**src/design/hbs_pkg.sv**
```systemverilog
// Shared widths and constants for the histogram bar scaler.
// No dependencies; imported by every module of the block.
`default_nettype none

package hbs_pkg;

    localparam int SAMPLE_W = 31;
    localparam int COUNT_W  = 32;
    localparam int FS_W     = 8;
    localparam int IDX_W    = 7;
    localparam int QUOT_W   = 8;
    localparam int DVD_W    = COUNT_W + FS_W;

    localparam logic [COUNT_W-1:0] COUNT_MAX = '1;
    localparam logic [FS_W-1:0]    FS_RESET  = 8'd50;

    localparam logic ACT_COUNT = 1'b0;
    localparam logic ACT_QUERY = 1'b1;

endpackage

`default_nettype wire

```
**src/design/hbs_bar_div.sv**
```systemverilog
// Restoring divider for the bar length, one quotient bit per cycle.
// Depends on hbs_pkg. Quotient must fit in QUOT_W bits (count <= maximum).
`default_nettype none

module hbs_bar_div
    import hbs_pkg::*;
(
    input  wire logic               i_clk,
    input  wire logic               i_rst_n,
    input  wire logic               i_start,
    input  wire logic [DVD_W-1:0]   i_dividend,
    input  wire logic [COUNT_W-1:0] i_divisor,
    output logic                    o_done,
    output logic [QUOT_W-1:0]       o_quot
);

    localparam int CNW = $clog2(QUOT_W);
    localparam logic [CNW-1:0] LAST_STEP = CNW'(QUOT_W - 1);

    logic              r_busy;
    logic              r_done;
    logic [CNW-1:0]    r_cnt;
    logic [DVD_W-1:0]  r_rem;
    logic [DVD_W-1:0]  r_dvs;
    logic [QUOT_W-1:0] r_quot;
    logic              n_ge;

    assign n_ge = (r_rem >= r_dvs);

    always_ff @(posedge i_clk) begin
        if (!i_rst_n) begin
            r_busy <= 1'b0;
            r_done <= 1'b0;
        end else begin
            r_done <= 1'b0;
            if (i_start) begin
                r_busy <= 1'b1;
                r_cnt  <= '0;
                r_rem  <= i_dividend;
                r_dvs  <= DVD_W'(i_divisor) << (QUOT_W - 1);
                r_quot <= '0;
            end else if (r_busy) begin
                if (n_ge) begin
                    r_rem <= r_rem - r_dvs;
                end
                r_dvs  <= r_dvs >> 1;
                r_quot <= {r_quot[QUOT_W-2:0], n_ge};
                r_cnt  <= r_cnt + 1'b1;
                if (r_cnt == LAST_STEP) begin
                    r_busy <= 1'b0;
                    r_done <= 1'b1;
                end
            end
        end
    end

    assign o_done = r_done;
    assign o_quot = r_quot;

endmodule

`default_nettype wire

```
**config.mk**
```make
export PLATFORM = sky130hd
export DESIGN_NAME = hbs_bar_div
export DESIGN_NICKNAME = d
export VERILOG_FILES = /design/src/design/hbs_pkg.sv /design/src/design/hbs_bar_div.sv
export SDC_FILE = /design/constraint.sdc
export NUM_CORES = 1
export LEC_CHECK = 0
export ABC_AREA = 1
export BUFFER_PORTS_ARGS = -buffer_cell sky130_fd_sc_hd__buf_2
export CAP_MARGIN = 0
export CORE_MARGIN = 3
export CORE_UTILIZATION = 55
export CTS_BUF_LIST = sky130_fd_sc_hd__clkbuf_4
export DETAILED_ROUTE_END_ITERATION = 10
export HOLD_SLACK_MARGIN = 0.08
export PLACE_DENSITY = 0.79
export SYNTH_ARGS = -nofsm -noshare
export SYNTH_HDL_FRONTEND = slang
export SYNTH_SLANG_ARGS = --single-unit
```
**constraint.sdc**
```tcl
create_clock -name i_clk -period 3.97 [get_ports i_clk]
set_input_delay 0.794 -clock i_clk [delete_from_list [all_inputs] [get_ports i_clk]]
set_output_delay 0.794 -clock i_clk [all_outputs]
set_load 0.03 [all_outputs]
```
Word level (Yosys, flattened, before mapping)
Index checks and enable logic that the tools add are counted.
Widths: inputs -> output; s select.
{"block": "word_totals", "reg_bits": 92, "output_inout_bits": 9, "elab_cells": 29}
{"block": "classes", "add_sub_neg": 2, "magnitude_cmp": 1, "n_eq_ne": 1, "n_mux": 11, "bitwise_logic": 2, "reduce_logical": 5}
{"op": "$mux 40", "count": 3}
{"op": "$mux 39", "count": 2}
{"op": "$ge 40x39->1", "count": 1}
{"op": "$sub 40x39->40", "count": 1}
{"op": "$mux 8", "count": 1}
{"op": "$mux 1", "count": 4}
{"op": "$reduce_bool 2->1", "count": 2}
{"op": "$add 3x1->3 const B", "count": 1}
{"op": "$eq 3x3->1 const B", "count": 1}
{"op": "$mux 3", "count": 1}
{"op": "$reduce_and 3->1", "count": 1}
{"op": "$reduce_or 3->1", "count": 1}
{"op": "$not 1->1", "count": 2}
{"op": "$reduce_and 2->1", "count": 1}

Depth between registers and ports, before layout
Gate-level depths: netlist (run 1).
{"block": "depth", "ltp_word": 4, "ltp_mapped": 15, "ltp_nobuf": 15}

Least setup slack after synthesis (run 1)
Ideal clock, no wire load.
{"block": "synth_timing", "path_type": "reg2reg", "from": "register r_dvs[0]", "to": "register r_rem[0] (enable)", "setup_ns": 0.437, "t_arrival_ns": 3.267, "required_ns": 3.533, "slack_ns": 0.265, "path_stages_with_launch": 12, "path_buffers": 0, "synth_period_minus_slack_ns": 3.705, "cell_sequence": "edfxtp_1 > ha_1 > fa_1 > inv_1 > nand3_1 > nand3_2 > nand2_1 > nand2_2 > nand3_1 > nand4_1 > nor2_1 > nor2_1"}
{"block": "synth_via", "elab_chain_cells": 3}
{"item": "from (decl)", "line_no": "hbs_bar_div.sv:24", "source": "logic [DVD_W-1:0] r_dvs;"}
{"item": "from (signal assigned)", "line_no": "hbs_bar_div.sv:40", "source": "r_dvs <= DVD_W'(i_divisor) << (QUOT_W - 1);"}
{"item": "from (signal assigned)", "line_no": "hbs_bar_div.sv:46", "source": "r_dvs <= r_dvs >> 1;"}
{"item": "$ge 40x39->1", "line_no": "hbs_bar_div.sv:28", "source": "assign n_ge = (r_rem >= r_dvs);"}
{"item": "$reduce_bool 2->1 (no source line)"}
{"item": "$reduce_and 3->1 (no source line)"}
{"item": "to (signal assigned)", "line_no": "hbs_bar_div.sv:39", "source": "r_rem <= i_dividend;"}
{"item": "to (signal assigned)", "line_no": "hbs_bar_div.sv:44", "source": "r_rem <= r_rem - r_dvs;"}
{"item": "to (decl)", "line_no": "hbs_bar_div.sv:23", "source": "logic [DVD_W-1:0] r_rem;"}
No other way between the ends.
A chain may end at the register's enable or synchronous reset.

Worst setup path after layout (run 1)
{"block": "layout_timing", "from": "register r_rem[0]", "to": "register r_rem[16] (enable)"}
{"block": "layout_via", "elab_chain_cells": 3}
{"item": "$ge 40x39->1", "line_no": "hbs_bar_div.sv:28"}
{"item": "$reduce_bool 2->1 (no source line)"}
{"item": "$reduce_and 3->1 (no source line)"}
No other way between the ends.

==> metrics.cfg, run 1 <==
[synth]
ys_types = 32
syn_inst = 985
synth.largest_area_cell = edfxtp_1
synth_edf_count = 90
synthTopCellsByCount = 364 x nand2_1, 184 x inv_1, 90 x edfxtp_1, 90 x nor2_1, 51 x nand3_1
ys.flop_type = edfxtp_1
yosys.area.top_type_share_pct = 39.3
netlist_area_sq_um = 6880
avgSynthCellArea_sq_um = 6.98
synth_nets = 1102
async_flop_share_pct = 0
yosysWarnings = 0
synthTopCellsByArea = edfxtp_1 39%, nand2_1 20%, inv_1 10%
ys_ff_latch = 92
seq_area_frac_synth_pct = 39.9
yosysMostFrequentCell = nand2_1

[finish]
layout.cells.non_filler = 1240
area_growth_pct = 11.2
fin_area_sq_um = 7650
post-route-util_pct = 63.2
nNetsFinal = 1183
final_layout_size_suffix_gt1_share_pct = 12.5

[routing]
ant_nets = 0
vias = 6055
dr.max_layer_used = met4
wl_mm = 15.7
m1WireLength_mm = 7.77
wl_met2_mm = 6.86
drt_iter0_markers = 452
viasPerCell = 4.88
drt_drc_violations_left = 0
route.met3.wl_um = 816
routedWlPerCell_um = 12.6
first_pass_iters = 7

[die]
coreArea_sq_um = 12100
dieWidth_um = 118
die_y_um = 118
rows = 40
io_pins = 84
die-area_sq_um = 13900
initial_utilization_pct = 56.8

[global_route]
grt_max_degree = 79
antenna_found_initial = 1
grt.overflow.total = 0
grt_usage_pct = 23.2
grt_pass1_wl_mm = 26.4
grt_pass1_vias = 5670

[pwr]
pwr-share-clk_pct = 22.0
p_leak_nw = 4.02
powerDensity_nw_per_um2 = 346
power_frac_comb_pct = 33.0
power.internal_mw = 1.73
total_power_mw = 2.65
p_sw_uw = 920
vdd_ir_drop_max_v = 0.000275
switching_share_pct = 34.8
seqPwrFrac_pct = 45.0

[placement]
placed_area_sq_um = 7490
portBuffers = 83
dp_cells = 1223
pre_cts_ws_ns = 1.22
place.gp.congestion = 0.962
detailed_place_hpwl_mm = 12.5

[setup_path]
worstSetupEndpointType = flop
worstPathArrival_ns = 2.96
crit_family = simple AND/OR/NAND/NOR gates
cpMaxStageDelayCell = nor2_4
required_ns = 4.14
path_class = flop to flop
path_cells = inv_1 > ha_1 > fa_1 > inv_1 > nand3_1 > nand3_2 > nand2_1 > nand2_2 > nand3_1 > nand4_1 > nor2_1 > nor2_4 > buf_12
critical_path.max_fanout = 26
crit_path_start_kind = flop
crit_buf_inv = 3
cpPeakStageDelay_ns = 0.41

[sta]
tightest_slew_ns = 0.627
rsz0062_at_grt = false
finalHoldViolCount = 0
final.setup.tns_ns = 0
post-route-min-period_ns = 2.78
hold_slack_ns = 0.473
max_freq_mhz = 359
drv_slew = 0
period_share_pct = 70.1
setup_viol = 0
fin_skew_ns = 0.0176
relSlewSlack_pct = 58.2
setup_ws_ns = 1.19

[flow_run]
drv_cap = 0

[cts]
cts-resized-gates = 0
cts_max_level = 3
cts-root-buf = clkbuf_4
clock_sinks = 92
hold_buffers = 0
cts_buffers = 9
clk_latency_ns = 0.47
cts_tree = built
postCtsSetupBuffers = 0
clk_pin_slew_ns = 0.15
cts_buffer_depth = 2

[min_path]
hold_class = flop to flop

[status]
status = finished, final reports clean

## area by class of cell
type,instances,area (sq um)
fill,1213,4460
multi-input combinational,691,3380
sequential,92,2740
inverter,185,694
timing repair buffer,87,460
tap,168,210
clock inverter,7,91.3
clock buffer,9,67.6
antenna,1,2.50
## layout by cell type (no fill, tap or decap), types with 4 or more instances in the layout
master and instances:
o21bai_1 4, inv_1 183, nand2_1 364, buf_4 4, buf_2 82, ha_1 41, nand2_2 10, nand3_1 51
or2_2 5, xnor2_1 11, clkbuf_4 9, nand3_2 7, nor3_1 5, edfxtp_1 90, a21oi_1 30, nor2_1 89
o21ai_0 48, o21ai_1 7
## tightest hold or removal path, stage by stage (launching register included)
cell     delay [ns]
dfxtp_1        0.34
nand3_1        0.07
nor2_1         0.04
## power by group through the flow
stage	Sequential, mW	Combinational (mW)	Clock (mW)
3_5_place_dp	1.21	0.864	0
2_1_floorplan	1.22	0.628	0
4_1_cts	1.19	0.871	0.593
6_report	1.19	0.874	0.582
5_1_grt	1.20	0.996	0.630
3_3_place_gp	1.21	0.849	0
## registers in the layout, indices dropped and copies added (netlist names)
| register | count |
|---|---|
| o_quot | 8 |
| r_rem | 40 |
| r_busy | 1 |
| r_dvs | 39 |
| r_cnt | 3 |
| o_done | 1 |
## path summary, 6_finish.rpt
path | start | to | slack [ns] | cells after the start
worst min-delay path | r_busy | o_done | 0.47 | 2
worst min register to register | r_busy | o_done | 0.47 | 2
worst max register to register | r_rem[0] | r_rem[16] | 1.19 | 13
worst max-delay path | r_rem[0] | r_rem[16] | 1.19 | 13
## per-layer routing
layer | vias to the layer above | global-route usage (%)
met2 | 162 | 36.7
met4 | 0 | 6.37
li1 | 3227 | -
met5 | - | 0
met3 | 13 | 3.22
met1 | 2653 | 33.4
## kinds of logic (layout without fill, tap and decap cells)
family	count (synthesis)	after routing	share of synthesized area, %
and+or+nand+nor	545	545	32.7
DFF	92	92	39.9
adders and majority gates	42	42	7.75
buffers and inverters	202	288	11.1
AOI/OAI and AO/OA	92	92	7.00
xor gates and xnor gates	12	12	1.53
other	0	1	0
(Power assumes the default switching activity.)
==> run 2, diff against run 1 <==
Settings changed: ABC_AREA 1 to 0, CORE_UTILIZATION 55 to 54.
Clock period 3.97 ns to 2.3 ns, I/O delays scaled along.
==> metrics.cfg, run 2 <==
[cts]
cts-root-buf = clkbuf_4
clk_latency_ns = 0.51  ; +0.04 ns
hold_buffers = 0  ; unchanged
clk_pin_slew_ns = 0.16  ; about the same
cts_tree = built
cts_buffers = 9  ; unchanged
clock_sinks = 92  ; unchanged
cts_max_level = 3  ; unchanged
cts_buffer_depth = 2  ; unchanged

[routing]
ant_nets = 0  ; unchanged
drt_drc_violations_left = 0  ; unchanged
vias = 6073  ; +0.30%
viasPerCell = 5.84  ; +20%
drt_iter0_markers = 489  ; +8.2%
first_pass_iters = 5  ; -2
wl_mm = 19.0  ; +21%
routedWlPerCell_um = 18.2  ; +44%

[synth]
synth.largest_area_cell = edfxtp_1
synthTopCellsByArea = edfxtp_1 44%, ha_1 8.3%, nand2_1 6.5%
ys_types = 73  ; +130%
yosysMostFrequentCell = nand2_1
netlist_area_sq_um = 6150  ; -11%
yosysWarnings = 0  ; unchanged
synth_edf_count = 90  ; unchanged
avgSynthCellArea_sq_um = 9.29  ; +33%
ys.flop_type = edfxtp_1
async_flop_share_pct = 0  ; unchanged
synthTopCellsByCount = 106 x nand2_1, 90 x edfxtp_1, 74 x o21ai_0
synth_nets = 779  ; -29%
yosys.area.top_type_share_pct = 44.0  ; +4.7 points
syn_inst = 662  ; -33%
ys_ff_latch = 92  ; unchanged
seq_area_frac_synth_pct = 44.6  ; +4.7 points

[sta]
period_share_pct = 126  ; +55 points
setup_viol = 68  ; +68
drv_slew = 0  ; unchanged
relSlewSlack_pct = 53.0  ; -5.2 points
post-route-min-period_ns = 2.89  ; +0.105 ns
hold_slack_ns = 0.207  ; -0.266 ns
fin_skew_ns = 0.0200  ; +0.00243 ns
setup_ws_ns = -0.589  ; -1.78 ns
finalHoldViolCount = 0  ; unchanged
max_freq_mhz = 346  ; -3.6%
rsz0062_at_grt = true
tightest_slew_ns = 0.705  ; +0.0784 ns

[finish]
final_layout_size_suffix_gt1_share_pct = 44.4  ; +32 points
n_antenna_cell = 0  ; -1
fin_area_sq_um = 8960  ; +17%
largest_reg_flops = 40  ; unchanged
fillCellCount = 644  ; -47%
nNetsFinal = 1012  ; -14%
area_growth_pct = 45.7
layout_common_cells = 135 x buf_4, 100 x nand2_1, 90 x edfxtp_1, 82 x buf_2, 54 x o21ai_0
top_register = r_rem
layout.cells.non_filler = 1040  ; -16%
post-route-util_pct = 81.6  ; +18 points
mostFrequentLayoutCell = buf_4

[die]
coreArea_sq_um = 11000  ; -9.3%
io_pins = 84  ; unchanged
dieWidth_um = 113  ; -4.3%
rows = 38  ; -5.0%
die_y_um = 113  ; -4.3%
die-area_sq_um = 12700  ; -8.5%
initial_utilization_pct = 56.0  ; -0.81 points

[pwr]
p_leak_nw = 3.84  ; -4.4%
total_power_mw = 5.57  ; +110%
vdd_ir_drop_max_v = 0.000484  ; +76%
powerDensity_nw_per_um2 = 621  ; +80%

[global_route]
antenna_found_initial = 0  ; -1
grt_pass1_wl_mm = 28.7  ; +8.4%
grt_usage_pct = 28.0  ; +4.8 points
grt_max_degree = 106  ; +34%
grt.overflow.total = 0  ; unchanged
grt_pass1_vias = 6068  ; +7.0%

[min_path]
holdPathStages = 2  ; unchanged
hold_class = input pin to flop

[setup_path]
crit_path_start_kind = flop
worstSetupEndpointType = flop
path_cells = ha_2 > fa_2 > nor2b_2 > o21ai_2 > a21oi_2 > nor3_2 > a211o_1 > a21boi_2 > o2111ai_2 > a41oi_4 > buf_12
worst-path-stages = 11  ; -2
reg2reg_depth = 11  ; -2
crit_family = compound AO/OA/AOI/OAI gates
path_class = flop to flop
cpMaxStageDelayCell = edfxtp_1
worstPathArrival_ns = 3.09  ; +0.13 ns
critical_path.max_fanout = 32  ; +23%
crit_buf_inv = 1  ; -2
required_ns = 2.50  ; -1.64 ns
cpPeakStageDelay_ns = 0.43  ; +0.02 ns

[placement]
place.gp.congestion = 0.963  ; +0.15%
portBuffers = 83  ; unchanged
dp_cells = 998  ; -18%
detailed_place_hpwl_mm = 12.3  ; -1.9%
placed_area_sq_um = 7920  ; +5.7%

[flow_run]
drv_cap = 0  ; unchanged

[status]
failed_checks = setup timing
status = finished, violations left

[run 2: cell count changes after synthesis, moves of 15 or more]
cell     before  now
nand2_1     364  106
o21ai_0      48   74
nand3_1      51    6
a21oi_1      30   46
xor2_1        1   16
inv_1       184   55
a21o_1        1   16
nor2_1       90   32
[run 2: through the flow]
step	setup slack [ns]	setup TNS, ns
global placement	-0.477	-25.10
CTS	-0.546	-27.53
detailed placement	-0.604	-31.89
floorplan	-0.798	-32.51
finish	-0.589	-30.49
global route	-0.675	-36.37
[run 2: final timing paths]
path / start / slack, ns / endpoint
worst max-delay path: r_dvs[0] / -0.59 / r_rem[35]
worst min-delay path: i_rst_n / 0.21 / o_done
worst max register to register: r_dvs[0] / -0.59 / r_rem[35]
worst min register to register: r_busy / 0.51 / o_done
[run 2: cell type report]
cell class | count | area (sq um) | area share, %
clock buffers | 10 | 75.1 | 0.838
multi-input cells | 486 | 3870 | 43.2
repair buffers | 250 | 1820 | 20.3
inverters | 56 | 214 | 2.39
well taps | 140 | 175 | 1.95
flip-flops and latches | 92 | 2740 | 30.6
clock inverters | 6 | 63.8 | 0.712
[run 2: layer usage]
layer / GRT usage [%] / vias up / part of all wire [%]
met5: 0 / - / 0
met4: 12.5 / 0 / 3.4
met3: 4.71 / 63 / 6.6
met2: 46.6 / 294 / 50
met1: 36.0 / 2861 / 40
li1: - / 2855 / -
[run 2: where the power goes]
part	internal (mW)	switching, mW	total [mW]	leakage, nW
clock	0.344	0.607	0.951	0.0744
combinational	1.23	1.29	2.52	2.88
sequential	2.03	0.0626	2.09	0.881
[run 2: cell families after synthesis]
family | synth area share [%]
compound gates | 21.4
xor+xnor | 3.85
mux | 0.163
simple gates | 16.1
buf+inv | 5.27
fa+ha+maj | 8.67
flops | 44.6
[run 2: timing repair]
item | CTS | global route
resized for setup | 101 | 61
endpoints found under the setup margin | 71 | 71
pin swaps | 51 | 35
buffers inserted | 19 | 11
